[config.mk]
export PLATFORM = sky130hd
export DESIGN_NAME = button_fan_speed_controller
export DESIGN_NICKNAME = d
export VERILOG_FILES = /design/src/hw/rtl/bfsc_pkg.sv /design/src/hw/rtl/button_fan_speed_controller.sv
export SDC_FILE = /design/constraint.sdc
export NUM_CORES = 1
export LEC_CHECK = 0
export ABC_CLOCK_PERIOD_IN_PS = 4400
export BUFFER_PORTS_ARGS = -buffer_cell sky130_fd_sc_hd__clkbuf_2
export CAP_MARGIN = 20
export CORE_AREA = 3 3 120 122
export CTS_CLUSTER_SIZE = 10
export DETAILED_ROUTE_END_ITERATION = 10
export DIE_AREA = 0 0 123 125
export PLACE_DENSITY_LB_ADDON = 0.1
export SYNTH_ARGS = -nofsm -noshare
export SYNTH_HDL_FRONTEND = slang
export SYNTH_SLANG_ARGS = --single-unit
[constraint.sdc]
create_clock -name clk -period 4.4 [get_ports clk]
set_input_delay 0.66 -clock clk [delete_from_list [all_inputs] [get_ports clk]]
set_output_delay 0.66 -clock clk [all_outputs]
set_load 0.1 [all_outputs]
[src/hw/rtl/bfsc_pkg.sv]
package bfsc_pkg;

    localparam int TIMER_WIDTH_DEFAULT = 16;

    localparam int DEBOUNCE_WIDTH   = 10;
    localparam int LONG_PRESS_WIDTH = 16;
    localparam int BLINK_WIDTH      = 16;
    localparam int CFG_DATA_WIDTH   = 16;
    localparam int CFG_INDEX_WIDTH  = 2;
    localparam int LEVEL_WIDTH      = 2;

    typedef logic [LEVEL_WIDTH-1:0] level_t;

    localparam level_t LEVEL_OFF  = 2'd0;
    localparam level_t LEVEL_ONE  = 2'd1;
    localparam level_t LEVEL_TWO  = 2'd2;
    localparam level_t LEVEL_MAX  = 2'd3;

    typedef enum logic [CFG_INDEX_WIDTH-1:0] {
        CFG_DEBOUNCE   = 2'd0,
        CFG_LONG_PRESS = 2'd1,
        CFG_BLINK_HALF = 2'd2
    } cfg_index_t;

    localparam logic [DEBOUNCE_WIDTH-1:0]   DEBOUNCE_RESET   = 10'd100;
    localparam logic [LONG_PRESS_WIDTH-1:0] LONG_PRESS_RESET = 16'd2000;
    localparam logic [BLINK_WIDTH-1:0]      BLINK_HALF_RESET = 16'd300;

    // speed sequence 1 -> 2 -> 3 -> 1
    function automatic level_t next_speed(input level_t lvl);
        level_t nxt;
        nxt = (lvl == LEVEL_MAX) ? LEVEL_ONE : level_t'(lvl + 2'd1);
        return nxt;
    endfunction

endpackage

[src/hw/rtl/button_fan_speed_controller.sv]
// Three-speed fan controller driven by one push button and an external cycle request. Each
// input transfer is one millisecond tick carrying the active-low button level and the
// request; each tick gives exactly one output transfer with the fan level, the one-hot
// drive pins and the indicator LED as they stand after that tick. A short press toggles
// power (restoring the saved speed), a long press or a request steps the speed 1-2-3-1,
// and the LED blinks once per level after every change. The block takes one tick per
// clock: the whole update is a single combinational pass from the state registers into
// the state and result registers, so a result appears in the cycle after its tick is taken,
// and a new tick is taken whenever the result register is empty or being emptied.
// Configuration writes are taken at once and should only be made while no tick is in
// flight.
module button_fan_speed_controller #(
    parameter int TIMER_WIDTH = bfsc_pkg::TIMER_WIDTH_DEFAULT
) (
    input  logic                                 clk,
    input  logic                                 rst_n,
    input  logic                                 in_valid,
    output logic                                 in_ready,
    input  logic                                 button_level,
    input  logic                                 cycle_request,
    output logic                                 out_valid,
    input  logic                                 out_ready,
    output logic [bfsc_pkg::LEVEL_WIDTH-1:0]     speed_level,
    output logic                                 drive_low,
    output logic                                 drive_mid,
    output logic                                 drive_high,
    output logic                                 led_on,
    input  logic                                 cfg_write_en,
    input  logic [bfsc_pkg::CFG_INDEX_WIDTH-1:0] cfg_index,
    input  logic [bfsc_pkg::CFG_DATA_WIDTH-1:0]  cfg_data
);

    localparam int CMP_WIDTH = (TIMER_WIDTH > bfsc_pkg::LONG_PRESS_WIDTH) ?
                               TIMER_WIDTH : bfsc_pkg::LONG_PRESS_WIDTH;
    localparam logic [TIMER_WIDTH-1:0] TIMER_MAX = '1;

    // configuration
    logic [bfsc_pkg::DEBOUNCE_WIDTH-1:0]   debounce_reg;
    logic [bfsc_pkg::LONG_PRESS_WIDTH-1:0] long_press_reg;
    logic [bfsc_pkg::BLINK_WIDTH-1:0]      blink_half_reg;

    // controller state
    logic                     prev_button_reg, prev_button_next;
    logic                     press_pending_reg, press_pending_next;
    logic [TIMER_WIDTH-1:0]   hold_count_reg, hold_count_next;
    bfsc_pkg::level_t         level_now_reg, level_now_next;
    bfsc_pkg::level_t         level_saved_reg, level_saved_next;
    logic [1:0]               blinks_left_reg, blinks_left_next;
    logic                     blink_phase_off_reg, blink_phase_off_next;
    logic [TIMER_WIDTH-1:0]   blink_count_reg, blink_count_next;
    logic                     led_state_reg, led_state_next;

    // result register
    logic                     out_valid_reg;
    bfsc_pkg::level_t         speed_level_reg;
    logic                     drive_low_reg;
    logic                     drive_mid_reg;
    logic                     drive_high_reg;
    logic                     led_on_reg;

    logic                     in_accept;
    logic                     edge_seen;
    logic                     level_changed;

    function automatic logic [TIMER_WIDTH-1:0] sat_inc(input logic [TIMER_WIDTH-1:0] v);
        logic [TIMER_WIDTH-1:0] r;
        r = (v == TIMER_MAX) ? v : v + 1'b1;
        return r;
    endfunction

    // a saturated counter has reached any limit
    function automatic logic reached(input logic [TIMER_WIDTH-1:0] count,
                                     input logic [CMP_WIDTH-1:0]   limit);
        logic r;
        r = (CMP_WIDTH'(count) >= limit) || (count == TIMER_MAX);
        return r;
    endfunction

    assign in_ready  = !out_valid_reg || out_ready;
    assign in_accept = in_valid && in_ready;
    assign edge_seen = (button_level != prev_button_reg);

    always_comb
    begin
        prev_button_next     = button_level;
        press_pending_next   = press_pending_reg;
        hold_count_next      = hold_count_reg;
        level_now_next       = level_now_reg;
        level_saved_next     = level_saved_reg;
        blinks_left_next     = blinks_left_reg;
        blink_phase_off_next = blink_phase_off_reg;
        blink_count_next     = blink_count_reg;
        led_state_next       = led_state_reg;
        level_changed        = 1'b0;

        // blink sequencer runs alongside the button
        if (blinks_left_reg != 2'd0)
        begin
            blink_count_next = sat_inc(blink_count_reg);
            if (reached(blink_count_next, CMP_WIDTH'(blink_half_reg)))
            begin
                blink_count_next = '0;
                if (blink_phase_off_reg)
                begin
                    blink_phase_off_next = 1'b0;
                    led_state_next       = 1'b1;
                end
                else
                begin
                    blinks_left_next = blinks_left_reg - 2'd1;
                    if (blinks_left_next != 2'd0)
                    begin
                        blink_phase_off_next = 1'b1;
                        led_state_next       = 1'b0;
                    end
                end
            end
        end

        // press timing; an edge wins over the long-press timeout
        if (press_pending_reg)
        begin
            hold_count_next = sat_inc(hold_count_reg);
            if (edge_seen)
            begin
                press_pending_next = 1'b0;
                if (hold_count_next >= TIMER_WIDTH'(debounce_reg))
                begin
                    level_changed  = 1'b1;
                    level_now_next = (level_now_reg == bfsc_pkg::LEVEL_OFF) ?
                                     level_saved_reg : bfsc_pkg::LEVEL_OFF;
                end
            end
            else if (reached(hold_count_next, CMP_WIDTH'(long_press_reg)))
            begin
                press_pending_next = 1'b0;
                if (level_now_reg != bfsc_pkg::LEVEL_OFF)
                begin
                    level_changed    = 1'b1;
                    level_now_next   = bfsc_pkg::next_speed(level_now_reg);
                    level_saved_next = level_now_next;
                end
            end
        end
        else if (edge_seen && !button_level)
        begin
            press_pending_next = 1'b1;
            hold_count_next    = '0;
        end

        // cycle request acts after the button action
        if (cycle_request && level_now_next != bfsc_pkg::LEVEL_OFF)
        begin
            level_changed    = 1'b1;
            level_now_next   = bfsc_pkg::next_speed(level_now_next);
            level_saved_next = level_now_next;
        end

        // every level change restarts the blink with the led off
        if (level_changed)
        begin
            blinks_left_next     = level_now_next;
            blink_phase_off_next = (level_now_next != bfsc_pkg::LEVEL_OFF);
            blink_count_next     = '0;
            led_state_next       = 1'b0;
        end
    end

    always_ff @(posedge clk or negedge rst_n)
    begin
        if (!rst_n)
        begin
            debounce_reg   <= bfsc_pkg::DEBOUNCE_RESET;
            long_press_reg <= bfsc_pkg::LONG_PRESS_RESET;
            blink_half_reg <= bfsc_pkg::BLINK_HALF_RESET;
        end
        else if (cfg_write_en)
        begin
            unique case (cfg_index)
                bfsc_pkg::CFG_DEBOUNCE:
                    debounce_reg <= cfg_data[bfsc_pkg::DEBOUNCE_WIDTH-1:0];
                bfsc_pkg::CFG_LONG_PRESS:
                    long_press_reg <= cfg_data[bfsc_pkg::LONG_PRESS_WIDTH-1:0];
                bfsc_pkg::CFG_BLINK_HALF:
                    blink_half_reg <= cfg_data[bfsc_pkg::BLINK_WIDTH-1:0];
                default:
                begin
                end
            endcase
        end
    end

    always_ff @(posedge clk or negedge rst_n)
    begin
        if (!rst_n)
        begin
            prev_button_reg     <= 1'b1;
            press_pending_reg   <= 1'b0;
            hold_count_reg      <= '0;
            level_now_reg       <= bfsc_pkg::LEVEL_OFF;
            level_saved_reg     <= bfsc_pkg::LEVEL_ONE;
            blinks_left_reg     <= 2'd0;
            blink_phase_off_reg <= 1'b0;
            blink_count_reg     <= '0;
            led_state_reg       <= 1'b0;
        end
        else if (in_accept)
        begin
            prev_button_reg     <= prev_button_next;
            press_pending_reg   <= press_pending_next;
            hold_count_reg      <= hold_count_next;
            level_now_reg       <= level_now_next;
            level_saved_reg     <= level_saved_next;
            blinks_left_reg     <= blinks_left_next;
            blink_phase_off_reg <= blink_phase_off_next;
            blink_count_reg     <= blink_count_next;
            led_state_reg       <= led_state_next;
        end
    end

    always_ff @(posedge clk or negedge rst_n)
    begin
        if (!rst_n)
        begin
            out_valid_reg <= 1'b0;
        end
        else if (in_ready)
        begin
            out_valid_reg <= in_valid;
        end
    end

    always_ff @(posedge clk)
    begin
        if (in_accept)
        begin
            speed_level_reg <= level_now_next;
            drive_low_reg   <= (level_now_next == bfsc_pkg::LEVEL_ONE);
            drive_mid_reg   <= (level_now_next == bfsc_pkg::LEVEL_TWO);
            drive_high_reg  <= (level_now_next == bfsc_pkg::LEVEL_MAX);
            led_on_reg      <= led_state_next;
        end
    end

    assign out_valid   = out_valid_reg;
    assign speed_level = speed_level_reg;
    assign drive_low   = drive_low_reg;
    assign drive_mid   = drive_mid_reg;
    assign drive_high  = drive_high_reg;
    assign led_on      = led_on_reg;

    // a waiting result blocks the next tick
    assert property (@(posedge clk) disable iff (!rst_n)
        out_valid && !out_ready |-> !in_ready)
        else $error("tick taken while result stalled");

    // led stays dark while the fan is off
    assert property (@(posedge clk) disable iff (!rst_n)
        out_valid && speed_level == bfsc_pkg::LEVEL_OFF |-> !led_on)
        else $error("led lit at level off");

    // drive pins follow the reported level
    assert property (@(posedge clk) disable iff (!rst_n)
        out_valid |-> $onehot0({drive_high, drive_mid, drive_low}) &&
                      (drive_low || drive_mid || drive_high) ==
                      (speed_level != bfsc_pkg::LEVEL_OFF))
        else $error("drive pins disagree with level");

    // the saved speed is never off
    assert property (@(posedge clk) disable iff (!rst_n)
        level_saved_reg != bfsc_pkg::LEVEL_OFF)
        else $error("saved level is off");

    // no off half is pending once the blink sequence has ended
    assert property (@(posedge clk) disable iff (!rst_n)
        blinks_left_reg == 2'd0 |-> !blink_phase_off_reg)
        else $error("blink phase set with no blinks left");

endmodule

---- Yosys cells after proc, flatten, opt, wreduce, memory -nomap -nowiden ----
Index checks and enable logic that the tools add are counted.
cells by class
  eq/ne operators ......................... 14
  magnitude comparators ................... 3
  mux-type cells .......................... 45
  reductions and logical operators ........ 29
  $add $sub $neg .......................... 5
operators by type and width
  cell                   count
  $mux 16                7
  $eq 16x16->1 const B   4
  $mux 2                 18
  $add 16x1->16 const B  2
  $ge 16x16->1           2
  $reduce_bool 2->1      11
  $mux 1                 20
  $ge 16x10->1           1
  $eq 2x2->1 const B     5
  $reduce_and 2->1       5
  $reduce_and 5->1       1
  $add 2x1->2 const B    2
  $eq 2x1->1 const B     2
  $logic_not 2->1        2
  $ne 2x1->1 const B     2
  $reduce_and 4->1       1
  $logic_and 1x1->1      3
  $logic_or 1x1->1       3
  $reduce_and 3->1       1
  $logic_not 1->1        2
  $sub 2x1->2 const B    1
  $ne 1x1->1             1
storage, ports and cells
  output and inout port bits .............. 8
  bits of input ports ..................... 25
  flip-flop bits (word level) ............. 91
  logic and storage cells ................. 114

---- Longest topological paths before layout ----
Gate-level depths: netlist of run 1.
  depth in word-level cells ............... 12
  mapped depth ............................ 25

---- Worst setup path after synthesis of run 1 ----
Ideal clock, no wire load.
  path kind ............................... register -> register
  start ................................... register hold_count_reg[0]
  end ..................................... register blink_count_reg[5]
  stages on the path, launching flop included .. 24
  buffers on the path ..................... 2
  arrival ................................. 4.517 ns
  setup slack ............................. -0.238 ns
  period minus slack after synthesis ...... 4.638 ns
  required time ........................... 4.279 ns
  cells stage by stage .................... dfrtp_1 > ha_1 > and3_1 > nand2_1 > or2_0 > buf_2 > nand2_1 > nor2_1 > xor2_1 > ha_1 > and4_1 > o21ai_0 > o221ai_1 > a221oi_2 > a21oi_4 > o31ai_1 > inv_1 > ha_1 > nor2b_1 > a211oi_4 > and4b_1 > buf_6 > a21o_1 > a22o_1
between the ends
  word-level cells in the longest chain between the ends .. 12
  elaborated cells on any way between the ends .. 21
RTL lines
  element                                               line                                source
  start, declared                                       button_fan_speed_controller.sv:45   logic [TIMER_WIDTH-1:0] hold_count_reg, hold_count_next;
  start signal, assigned                                button_fan_speed_controller.sv:211  hold_count_reg <= hold_count_next;
  $add 16x1->16 / $eq 16x16->1 (equally long branches)  button_fan_speed_controller.sv:67   r = (v == TIMER_MAX) ? v : v + 1'b1;
  $mux 16 (*)                                           button_fan_speed_controller.sv:67
  $ge 16x16->1 / $eq 16x16->1 (equally long branches)   button_fan_speed_controller.sv:75   r = (CMP_WIDTH'(count) >= limit) || (count == TIMER_MAX);
  $logic_or 1x1->1                                      button_fan_speed_controller.sv:75
  $mux 2                                                button_fan_speed_controller.sv:134  else if (reached(hold_count_next, CMP_WIDTH'(long_press_reg)))
  $mux 2                                                button_fan_speed_controller.sv:124  if (edge_seen)
  $mux 2                                                button_fan_speed_controller.sv:121  if (press_pending_reg)
  $reduce_bool 2->1                                     button_fan_speed_controller.sv:152  if (cycle_request && level_now_next != bfsc_pkg::LEVEL_OFF)
  $logic_and 1x1->1                                     button_fan_speed_controller.sv:152
  $mux 1 (*)                                            button_fan_speed_controller.sv:152
  $reduce_bool 2->1 (no source line)                    n/a
  $reduce_and 2->1 (no source line)                     n/a
  end signal, assigned                                  button_fan_speed_controller.sv:216  blink_count_reg <= blink_count_next;
  end, declared                                         button_fan_speed_controller.sv:50   logic [TIMER_WIDTH-1:0] blink_count_reg, blink_count_next;
Mark *: on every way between the ends. The rest lies on a longest branch, timed or not.
A chain may end at the register's enable or synchronous reset.

---- Final worst setup path of run 1 ----
  start ................................... register hold_count_reg[4]
  end ..................................... register blink_count_reg[4]
The elaborated chain is that of the path after synthesis.

==> results.cfg, run 1 <==
[pwr]
finalPower_mw = 3.099
power_leakage_nw = 3.578
power.density_mw_per_mm2 = 408.7
vdd_drop_max_uv = 305.2

[floorplanning]
chipWidth_um = 123
floorplan.initialDensity_pct = 45.30
rows = 42
top_level_ports = 33
core_area_mm2 = 0.01330
die_h_um = 125
die-area_mm2 = 0.01538

[timing]
fin_setup_tns_ns = -0.06299
timing_worst_slew_pin_value_ns = 0.9824
fmax_ghz = 0.2254
final-setup-viol-count = 4
timing.max_slew.rel_slack_pct = 34.27
unrepaired_setup_endpoints_after_global_routing = yes
clock_skew_ns = 0.005809
slew_violations = 0
hold_viol_final = 0
min_period_ns = 4.437
finalCritPeriodShare_pct = 100.8
worst_slack_ns = -0.03675

[critical_path]
worst-r2r-cell-count = 20
cp_slowest_stage_delay_ns = 0.39
timing.critical_path.mode_cell = sky130_fd_sc_hd__a21oi_4
worst_setup_path_start_kind = flip-flop
worst-endpoint-arrival_ns = 4.72
critPathSlowestCell = sky130_fd_sc_hd__dfrtp_1
timing.setup.critical_path_class = reg2reg
critical_path_end_type = flip-flop
worstPathMaxFanout = 15
timing.critical_path.cells = nand4_4, or3_4, or2_4, a21oi_4, ha_1, a211oi_1, o21a_1, o221ai_2, a221oi_2, buf_4, a21oi_4, a32oi_2, o31a_1, ha_4, nor2b_4, a211oi_4, and4b_2, buf_12, a21boi_2, a21o_1
crit_path_required_time_ns = 4.69
crit-reg2reg-capture = blink_count_reg[4]$_DFFE_PN0P_
regToRegStartpoint = hold_count_reg[4]$_DFFE_PN0P_
setup.reg_to_reg.worst_slack_ns = -0.04

[status]
outcome = complete, but fails checks
failing_checks = setup timing

[cts]
clock_insertion_delay_worst_skew_ns = 0.35
clk_pin_slew_worst_paths_ns = 0.07
htree_levels = 3
cts_hold_repair.buffers = 0
cts_tree = yes
numCtsBuffers = 9
cts_num_sinks = 91
cts-root-to-sink-buffers = 2
cts.root.buffer_cell = sky130_fd_sc_hd__clkbuf_16

[grt]
grt_pass1_vias = 4984
track_usage_pct = 20.92
grt_pass1_wl_um = 25570
grt_overflow_total = 0
grt_antenna_before_repair = 0
grt_start_max_net_pins = 50

[yosys]
yosys_warnings = 0
yosysUniqueCellTypes = 82
synth-seq-area-share_pct = 38.62
mappedNetlistArea_mm2 = 0.006023
synth_enable_flop_cells = 6
synth_cells = 606
dominantRegCellSynth = sky130_fd_sc_hd__dfrtp_1
synth_seq_cells = 91
async_reset_ff_share_pct = 93.41
synth_area_per_cell_um2 = 9.939
synth_fp_nets = 681

[cells_and_area]
final-seq-area_mm2 = 0.002328
mostFrequentLayoutCell = sky130_fd_sc_hd__buf_4
stdcell_area_mm2 = 0.007584
nFillCells = 1201
areaGrowthSynthToFinish_pct = 25.90
final_cell_mix = 91 x sky130_fd_sc_hd__buf_4, 68 x sky130_fd_sc_hd__dfrtp_1, 58 x sky130_fd_sc_hd__inv_1
diodes = 0
post_route_cells_drive_above_1_share_pct = 37.14
multi_input_area_mm2 = 0.003577
fin_nets = 797
postLayoutCoreUtil_pct = 57.04

[place]
placement.setup.worst_slack_ns = -0.4296
place.gp.congestion = 0.9003
dp_hpwl_um = 11700
placed_cell_area_mm2 = 0.006944
port_buffers = 32

[route]
drtIter0Drc = 372
num_vias = 5008
dr_wl_cell_um = 17.28
vias_per_cell = 5.546
drtAntennaViolNets = 0
route.final.wire_length_um = 15600
drc_errors_left = 0
drt_first_pass_iters = 5

[flow_run]
timing.max_cap.violations = 0

[hold_path]
hp_class = in2async
==> final cells by class <==
type	count	share of cell area (%)
tap	176	2.904
inverter	61	3.019
clock inverter	6	0.8579
clock buffer	10	3.019
multi-input combinational	430	47.17
sequential	91	30.70
timing repair buffer	129	12.32
==> logic make-up after synthesis <==
group | Yosys count | share of synthesized area [%]
AOI/OAI and AO/OA | 155 | 18.72
xor gates and xnor gates | 13 | 1.890
adders and majority gates | 50 | 10.39
buffers and inverters | 85 | 6.190
DFF | 91 | 38.62
muxes | 44 | 8.184
and+or+nand+nor | 168 | 16.02
==> worst max-delay path: cells and delay by family, from the launching register on <==
kind	cells	cell delay, ns
buf+inv	2	0.31
simple gates	5	1.12
flops	1	0.39
fa+ha+maj	2	0.45
compound gates	11	2.10
==> cells in the mapped netlist, types with 5 or more instances <==
library cell,n,area [µm²]
sky130_fd_sc_hd__nand2b_1,13,81.33
sky130_fd_sc_hd__a211oi_1,7,52.55
sky130_fd_sc_hd__dfrtp_1,70,1752
sky130_fd_sc_hd__o31ai_1,7,52.55
sky130_fd_sc_hd__clkbuf_1,9,33.78
sky130_fd_sc_hd__buf_2,7,35.03
sky130_fd_sc_hd__nand3_1,18,90.09
sky130_fd_sc_hd__nand4_1,9,56.30
sky130_fd_sc_hd__dfstp_2,15,394.1
sky130_fd_sc_hd__inv_1,60,225.2
sky130_fd_sc_hd__mux2_2,39,439.2
sky130_fd_sc_hd__nand2_1,50,187.7
sky130_fd_sc_hd__a21oi_1,20,100.1
sky130_fd_sc_hd__nor2_1,21,78.83
sky130_fd_sc_hd__a22o_1,21,183.9
sky130_fd_sc_hd__a21o_1,13,97.59
sky130_fd_sc_hd__o21a_1,7,52.55
sky130_fd_sc_hd__ha_1,50,625.6
sky130_fd_sc_hd__xor2_1,5,43.79
sky130_fd_sc_hd__nor4_1,8,50.05
sky130_fd_sc_hd__edfxtp_1,6,180.2
sky130_fd_sc_hd__and3_1,7,43.79
sky130_fd_sc_hd__xnor2_1,8,70.07
sky130_fd_sc_hd__o21ai_0,39,195.2
==> report_power, final <==
| group | switching (mW) | internal [mW] |
|---|---|---|
| Clock | 0.346 | 0.442 |
| Combinational | 0.647 | 0.548 |
| Sequential | 0.0992 | 1.02 |
| Total | 1.09 | 2.01 |
==> what timing repair did <==
action                     in CTS  in global routing
setup endpoints to repair      30                 30
buffers inserted               11                  7
pin swaps                       4                 10
resized for setup              16                 32
==> routing by layer <==
metal | track usage, % | up-vias | routed length, µm
met2 | 35.06 | 88 | 7733
li1 | - | 2433 | -
met3 | 3.252 | 15 | 514
met1 | 28.05 | 2472 | 7158
met5 | 0 | - | 0
met4 | 5.863 | 0 | 193
==> through the flow <==
stage	cells	hold WS, ns
after detailed placement	869	0.4838
after CTS	896	0.3432
after global placement	869	0.4762
final	903	0.3207
after floorplan	606	0.3644
after global routing	903	0.3619
==> worst max path at each step <==
stage	start	to	slack [ns]	cells after the start
3_5_place_dp	hold_count_reg[4]$_DFFE_PN0P_	drive_low$_DFFE_PP_	-0.43	18
6_report	hold_count_reg[4]$_DFFE_PN0P_	blink_count_reg[4]$_DFFE_PN0P_	-0.04	20
4_1_cts	hold_count_reg[0]$_DFFE_PN0P_	blink_count_reg[5]$_DFFE_PN0P_	-0.03	26
3_3_place_gp	hold_count_reg[4]$_DFFE_PN0P_	drive_low$_DFFE_PP_	-0.29	18
2_1_floorplan	hold_count_reg[4]$_DFFE_PN0P_	blink_count_reg[13]$_DFFE_PN0P_	-0.006	24
5_1_grt	hold_count_reg[1]$_DFFE_PN0P_	blinks_left_reg[0]$_DFFE_PN0P_	-0.36	22
(Power assumes the default switching activity.)
==> run 2: changes to the inputs <==
--- a/config.mk
+++ b/config.mk
@@ -5,7 +5,7 @@
 export SDC_FILE = /design/constraint.sdc
 export NUM_CORES = 1
 export LEC_CHECK = 0
-export ABC_CLOCK_PERIOD_IN_PS = 4400
+export ABC_CLOCK_PERIOD_IN_PS = 4500
 export BUFFER_PORTS_ARGS = -buffer_cell sky130_fd_sc_hd__clkbuf_2
 export CAP_MARGIN = 20
 export CORE_AREA = 3 3 120 122
==> constraint.sdc (replaced) <==
create_clock -name clk -period 4.5 [get_ports clk]
set_input_delay 0.675 -clock clk [delete_from_list [all_inputs] [get_ports clk]]
set_output_delay 0.675 -clock clk [all_outputs]
set_load 0.1 [all_outputs]
==> run 2 against run 1 <==
The flow now finishes without violations. Sequential power barely moved. Via count fell by 1.9%. Clock power rose by 2%. Cell area fell by 0.76%. Hold slack improved by 0.058 ns. Routed wire length fell by 0.57%. Highest routed layer unchanged.
==> results.cfg, run 2 (same netlist as run 1, synthesis figures left out) <==
[route]
drt_first_pass_iters = 4
num_vias = 4913
drtAntennaViolNets = 0
vias_per_cell = 5.489
drtIter0Drc = 253
dr_wl_cell_um = 17.33
drc_errors_left = 0
route.final.wire_length_um = 15510

[grt]
grt_start_max_net_pins = 56
grt_pass1_vias = 4871
grt_antenna_before_repair = 0
grt_pass1_wl_um = 25040
track_usage_pct = 20.55
grt_overflow_total = 0

[timing]
timing.max_slew.rel_slack_pct = 33.76
finalCritPeriodShare_pct = 98.79
unrepaired_setup_endpoints_after_global_routing = yes
hold_viol_final = 0
timing_worst_slew_pin_value_ns = 0.9892
fin_setup_tns_ns = 0
final-setup-viol-count = 0
worst_slack_ns = 0.05461
min_period_ns = 4.445
slew_violations = 0
worst_hold_margin_ns = 0.3782
clock_skew_ns = 0.009534
fmax_ghz = 0.2250

[critical_path]
setup.reg_to_reg.worst_slack_ns = 0.05
worstPathMaxFanout = 7
worst_setup_path_start_kind = flip-flop
crit-reg2reg-capture = blink_count_reg[5]$_DFFE_PN0P_
crit_path_required_time_ns = 4.75
startpoint = hold_count_reg[1]$_DFFE_PN0P_
worst-endpoint-arrival_ns = 4.70
critical_path_end_type = flip-flop
timing.setup.critical_path_class = reg2reg
regToRegStartpoint = hold_count_reg[1]$_DFFE_PN0P_
worst-r2r-cell-count = 22
timing.critical_path.to = blink_count_reg[5]$_DFFE_PN0P_

[floorplanning]
rows = 42
die-area_mm2 = 0.01538
core_area_mm2 = 0.01330
die_h_um = 125
top_level_ports = 33
floorplan.initialDensity_pct = 45.30
chipWidth_um = 123

[place]
dp_hpwl_um = 11540
dp.cells = 861
port_buffers = 32
placed_cell_area_mm2 = 0.006834
placement.setup.worst_slack_ns = -0.2039
place.gp.congestion = 0.8911

[pwr]
internal_power_mw = 1.974
power_leakage_nw = 3.536
clock_power_share_pct = 25.9
switching_share_pct = 36.19
power.density_mw_per_mm2 = 411.0
vdd_drop_max_uv = 278.0
power.share.sequential_pct = 35.3
finalPower_mw = 3.094
power.share.combinational_pct = 38.8
switchingPower_mw = 1.119

[cts]
cts_num_sinks = 91
cts_tree = yes
cts_hold_repair.buffers = 0
numCtsBuffers = 9
cts.root.buffer_cell = sky130_fd_sc_hd__clkbuf_16
htree_levels = 3
clock_insertion_delay_worst_skew_ns = 0.36
cts-root-to-sink-buffers = 2
clk_pin_slew_worst_paths_ns = 0.08

[cells_and_area]
multi_input_area_mm2 = 0.003553
mostFrequentLayoutCell = sky130_fd_sc_hd__buf_4
postLayoutCoreUtil_pct = 56.61
nFillCells = 1183
fin_nets = 789
areaGrowthSynthToFinish_pct = 24.95
fin_cells = 895
final_cell_mix = 81 x sky130_fd_sc_hd__buf_4, 70 x sky130_fd_sc_hd__dfrtp_1, 60 x sky130_fd_sc_hd__inv_1
stdcell_area_mm2 = 0.007526
post_route_cells_drive_above_1_share_pct = 35.19
diodes = 0
final-seq-area_mm2 = 0.002326

[status]
outcome = finished clean

[flow_run]
timing.max_cap.violations = 0

[hold_path]
hp_class = in2async
-- run 2: critical path, stage by stage (launching register included) --
cell	delay (ns)
sky130_fd_sc_hd__dfrtp_1	0.40
sky130_fd_sc_hd__ha_4	0.16
sky130_fd_sc_hd__and3_4	0.18
sky130_fd_sc_hd__buf_4	0.11
sky130_fd_sc_hd__o41ai_1	0.06
sky130_fd_sc_hd__mux2i_1	0.29
sky130_fd_sc_hd__inv_1	0.12
sky130_fd_sc_hd__buf_4	0.15
sky130_fd_sc_hd__ha_1	0.26
sky130_fd_sc_hd__o21a_1	0.17
sky130_fd_sc_hd__o21ai_0	0.25
sky130_fd_sc_hd__o221ai_2	0.17
sky130_fd_sc_hd__a221oi_4	0.33
sky130_fd_sc_hd__a21oi_4	0.13
sky130_fd_sc_hd__o31ai_2	0.29
sky130_fd_sc_hd__inv_1	0.09
sky130_fd_sc_hd__ha_2	0.21
sky130_fd_sc_hd__nor2b_4	0.14
sky130_fd_sc_hd__a211oi_4	0.05
sky130_fd_sc_hd__and4b_2	0.28
sky130_fd_sc_hd__buf_12	0.15
sky130_fd_sc_hd__a21o_1	0.17
sky130_fd_sc_hd__a22o_1	0.17
-- run 2: how the worst min path moves through the flow --
stage	start	endpoint	slack, ns
3_5_place_dp	prev_button_reg$_DFFE_PN1P_	prev_button_reg$_DFFE_PN1P_	0.49
6_report	rst_n	blink_count_reg[4]$_DFFE_PN0P_	0.38
4_1_cts	rst_n	blink_count_reg[12]$_DFFE_PN0P_	0.41
2_1_floorplan	rst_n	blink_count_reg[0]$_DFFE_PN0P_	0.38
5_1_grt	rst_n	blink_count_reg[4]$_DFFE_PN0P_	0.44
3_3_place_gp	prev_button_reg$_DFFE_PN1P_	prev_button_reg$_DFFE_PN1P_	0.48
-- run 2: cell type report --
type	count	area share, %
Clock buffer	10	3.325
Timing Repair Buffer	121	11.79
Multi-Input combinational cell	430	47.22
Tap cell	176	2.926
Inverter	61	3.042
Clock inverter	6	0.7980
Sequential cell	91	30.91
-- run 2: what timing repair did --
item | in CTS | in global routing
setup buffers | 3 | 15
resized for setup | 14 | 32
cloned | 0 | 1
endpoints found under the setup margin | 27 | 30
endpoints found under the hold margin | 0 | 0
pin swaps | 8 | 24
-- run 2: routing by layer --
layer / wire [µm] / vias to the layer above / track usage, %
met2: 7516 / 86 / 32.68
met5: 0 / - / 0
met4: 320 / 0 / 7.296
met1: 7248 / 2385 / 28.62
li1: - / 2422 / -
met3: 426 / 20 / 2.891
-- run 2: power by group through the flow --
| stage | Sequential (mW) | Combinational, mW | Clock, mW |
|---|---|---|---|
| after floorplan | 1.15 | 0.637 | 0 |
| after global placement | 1.09 | 1.03 | 0 |
| after detailed placement | 1.10 | 1.06 | 0 |
| after CTS | 1.09 | 1.10 | 0.820 |
| after global routing | 1.11 | 1.33 | 0.854 |
| final | 1.09 | 1.20 | 0.802 |
==> run 3: changes to the inputs <==
--- a/config.mk
+++ b/config.mk
@@ -5,6 +5,7 @@
 export SDC_FILE = /design/constraint.sdc
 export NUM_CORES = 1
 export LEC_CHECK = 0
+export ABC_AREA = 1
 export ABC_CLOCK_PERIOD_IN_PS = 4500
 export BUFFER_PORTS_ARGS = -buffer_cell sky130_fd_sc_hd__clkbuf_2
 export CAP_MARGIN = 20
@@ -13,6 +14,7 @@
 export DETAILED_ROUTE_END_ITERATION = 10
 export DIE_AREA = 0 0 123 125
 export PLACE_DENSITY_LB_ADDON = 0.1
+export SLEW_MARGIN = 25
 export SYNTH_ARGS = -nofsm -noshare
 export SYNTH_HDL_FRONTEND = slang
 export SYNTH_SLANG_ARGS = --single-unit
==> run 3 against run 2 <==
Clock power rose by 2%. Synthesized cell count rose by 33%. Largest power group unchanged. Combinational power rose by 45%. Largest cell class unchanged.
==> results.cfg, run 3 <==
[yosys]
synth_enable_flop_cells = 6
synth.top_cell.area_share_pct = 29.05
synth_fp_nets = 882
synth_area_leader_cell = sky130_fd_sc_hd__dfrtp_1
dominantRegCellSynth = sky130_fd_sc_hd__dfrtp_1
yosys_warnings = 0
yosys.cell_count.top_type = sky130_fd_sc_hd__nand2_1
synth-seq-area-share_pct = 38.58
mappedNetlistArea_mm2 = 0.006030
synth_seq_cells = 91
synth_area_per_cell_um2 = 7.472
post_synth_main_area_contributors = sky130_fd_sc_hd__dfrtp_1 29%, sky130_fd_sc_hd__nand2_1 15%, sky130_fd_sc_hd__ha_1 10%
async_reset_ff_share_pct = 93.41
yosysUniqueCellTypes = 41
synth_cells = 807
synth.top_cells.by_count = 240 x sky130_fd_sc_hd__nand2_1, 130 x sky130_fd_sc_hd__inv_1, 70 x sky130_fd_sc_hd__dfrtp_1, 65 x sky130_fd_sc_hd__o21ai_0, 50 x sky130_fd_sc_hd__ha_1

[place]
port_buffers = 32
place.gp.congestion = 0.9182
dp_hpwl_um = 11260
placement.setup.worst_slack_ns = -0.05521
dp.cells = 1006

[cts]
clock_insertion_delay_worst_skew_ns = 0.36
numCtsBuffers = 9
htree_levels = 3
cts_hold_repair.buffers = 0
cts.root.buffer_cell = sky130_fd_sc_hd__clkbuf_16
cts_num_sinks = 91
cts-root-to-sink-buffers = 2
cts_tree = yes
clk_pin_slew_worst_paths_ns = 0.07

[cells_and_area]
fin_cells = 1031
final_cell_mix = 237 x sky130_fd_sc_hd__nand2_1, 128 x sky130_fd_sc_hd__inv_1, 70 x sky130_fd_sc_hd__dfrtp_1
areaGrowthSynthToFinish_pct = 13.41
postLayoutCoreUtil_pct = 51.43
fin_nets = 925
diodes = 0
mostFrequentLayoutCell = sky130_fd_sc_hd__nand2_1
post_route_cells_drive_above_1_share_pct = 15.20

[route]
num_vias = 5204
vias_per_cell = 5.048
dr_wl_cell_um = 14.29
drt_first_pass_iters = 5
drc_errors_left = 0
drtIter0Drc = 279
drtAntennaViolNets = 0
route.final.wire_length_um = 14730

[critical_path]
timing.setup.critical_path_class = reg2reg
worst_setup_path_start_kind = flip-flop
worst-endpoint-arrival_ns = 4.45
critPathSlowestCell = sky130_fd_sc_hd__dfrtp_1
critical_path_end_type = flip-flop
cp_slowest_stage_delay_ns = 0.43
timing.critical_path.mode_cell = sky130_fd_sc_hd__nand3_1
worstPathMaxFanout = 9
crit_path_required_time_ns = 4.80
setup.reg_to_reg.worst_slack_ns = 0.35

[pwr]
power.share.combinational_pct = 46.6
power.share.sequential_pct = 31.5
internal_power_mw = 2.105
switchingPower_mw = 1.634
vdd_drop_max_uv = 268.7
clock_power_share_pct = 21.9
power_leakage_nw = 3.588
switching_share_pct = 43.70
power.density_mw_per_mm2 = 546.8

[grt]
grt_overflow_total = 0
grt_pass1_vias = 5042
grt_antenna_before_repair = 0
grt_pass1_wl_um = 24360
grt_start_max_net_pins = 55
track_usage_pct = 19.90

[timing]
min_period_ns = 4.147
final-setup-viol-count = 0
clock_skew_ns = 0.007089
timing_worst_slew_pin_value_ns = 0.7179
fmax_ghz = 0.2411
slew_violations = 0
timing.max_slew.rel_slack_pct = 52.14
worst_slack_ns = 0.3529
worst_hold_margin_ns = 0.3667
hold_viol_final = 0
fin_setup_tns_ns = 0
finalCritPeriodShare_pct = 92.16

[flow_run]
timing.max_cap.violations = 0

[hold_path]
hp_class = in2async

[floorplanning]
rows = 42
chipWidth_um = 123
floorplan.initialDensity_pct = 45.35
top_level_ports = 33
core_area_mm2 = 0.01330
die_h_um = 125
die-area_mm2 = 0.01538

[status]
outcome = finished clean
[run 3: cell count changes after synthesis, moves of 7 or more]
cell,before,now
sky130_fd_sc_hd__a21o_1,13,0
sky130_fd_sc_hd__a22o_1,21,0
sky130_fd_sc_hd__and3_1,7,0
sky130_fd_sc_hd__inv_1,60,130
sky130_fd_sc_hd__mux2_2,39,0
sky130_fd_sc_hd__nand2_1,50,240
sky130_fd_sc_hd__nand2_2,1,20
sky130_fd_sc_hd__nand2b_1,13,0
sky130_fd_sc_hd__nand3_1,18,41
sky130_fd_sc_hd__nor2_1,21,43
sky130_fd_sc_hd__nor3_1,4,14
sky130_fd_sc_hd__nor4_1,8,1
sky130_fd_sc_hd__o21ai_0,39,65
sky130_fd_sc_hd__xor2_1,5,18
[run 3: kinds of logic (layout without fill, tap and decap cells)]
| group | after synthesis | after routing | synth area share (%) |
|---|---|---|---|
| AO/OA/AOI/OAI | 111 | 111 | 9.898 |
| AND/OR/NAND/NOR | 383 | 383 | 28.30 |
| XOR/XNOR | 20 | 20 | 2.905 |
| adder cells (fa/ha/maj) | 50 | 50 | 10.38 |
| flip-flops | 91 | 91 | 38.58 |
| buffers and inverters | 152 | 200 | 9.940 |
[run 3: power groups by stage]
| stage | combinational (mW) | clock [mW] | sequential, mW |
|---|---|---|---|
| 2_1_floorplan | 1.12 | 0 | 1.29 |
| 3_3_place_gp | 1.58 | 0 | 1.18 |
| 3_5_place_dp | 1.62 | 0 | 1.19 |
| 4_1_cts | 1.67 | 0.834 | 1.17 |
| 5_1_grt | 1.96 | 0.875 | 1.20 |
| 6_report | 1.74 | 0.819 | 1.18 |
[run 3: final timing paths]
kind,startpoint,endpoint,cells after the start
worst max-delay path,hold_count_reg[7]$_DFFE_PN0P_,blink_count_reg[15]$_DFFE_PN0P_,27
worst min-delay path,rst_n,blink_half_reg[10]$_DFFE_PN0P_,1
worst max register to register,hold_count_reg[7]$_DFFE_PN0P_,blink_count_reg[15]$_DFFE_PN0P_,27
worst min register to register,level_saved_reg[0]$_DFFE_PN1P_,level_saved_reg[0]$_DFFE_PN1P_,2
max in group asynchronous,rst_n,long_press_reg[4]$_DFFE_PN1P_,2
min in group clk,level_saved_reg[0]$_DFFE_PN1P_,level_saved_reg[0]$_DFFE_PN1P_,2
[run 3: through the flow]
stage | power [mW] | instance area [µm²]
4_1_cts | 3.681 | 6743
3_5_place_dp | 2.801 | 6380
5_1_grt | 4.042 | 6838
6_report | 3.739 | 6838
3_3_place_gp | 2.766 | 6375
2_1_floorplan | 2.411 | 6030
[run 3: worst max-delay path, delay by kind of cell, from the launching register on]
kind / cells / cell delay (ns)
AND/OR/NAND/NOR: 18 / 2.32
adder cells (fa/ha/maj): 2 / 0.53
flip-flops: 1 / 0.43
buffers and inverters: 4 / 0.34
AO/OA/AOI/OAI: 2 / 0.28
XOR/XNOR: 1 / 0.20
[run 3: what timing repair did]
action                     CTS  global route
setup endpoints to repair   15            26
pin swaps                    1             3
resized for setup            2            11
setup buffers                2             7
[run 3: final cells by class]
type / count / area (µm²)
fill: 1263 / 6457
multi-input combinational: 564 / 3153
sequential: 91 / 2326
inverter: 137 / 519.2
timing repair buffer: 47 / 300.3
clock buffer: 10 / 250.2
tap: 176 / 220.2
clock inverter: 6 / 68.82
[run 3: per-layer routing]
layer  part of all wire, %  wire (µm)  track usage (%)  up-vias
li1                      -          -                -     2641
met5                     0          0                0        -
met2                    49       7222            33.45       83
met1                    45       6661            25.62     2460
met3                   3.8        554            4.336       20
met4                   2.0        291            5.928        0
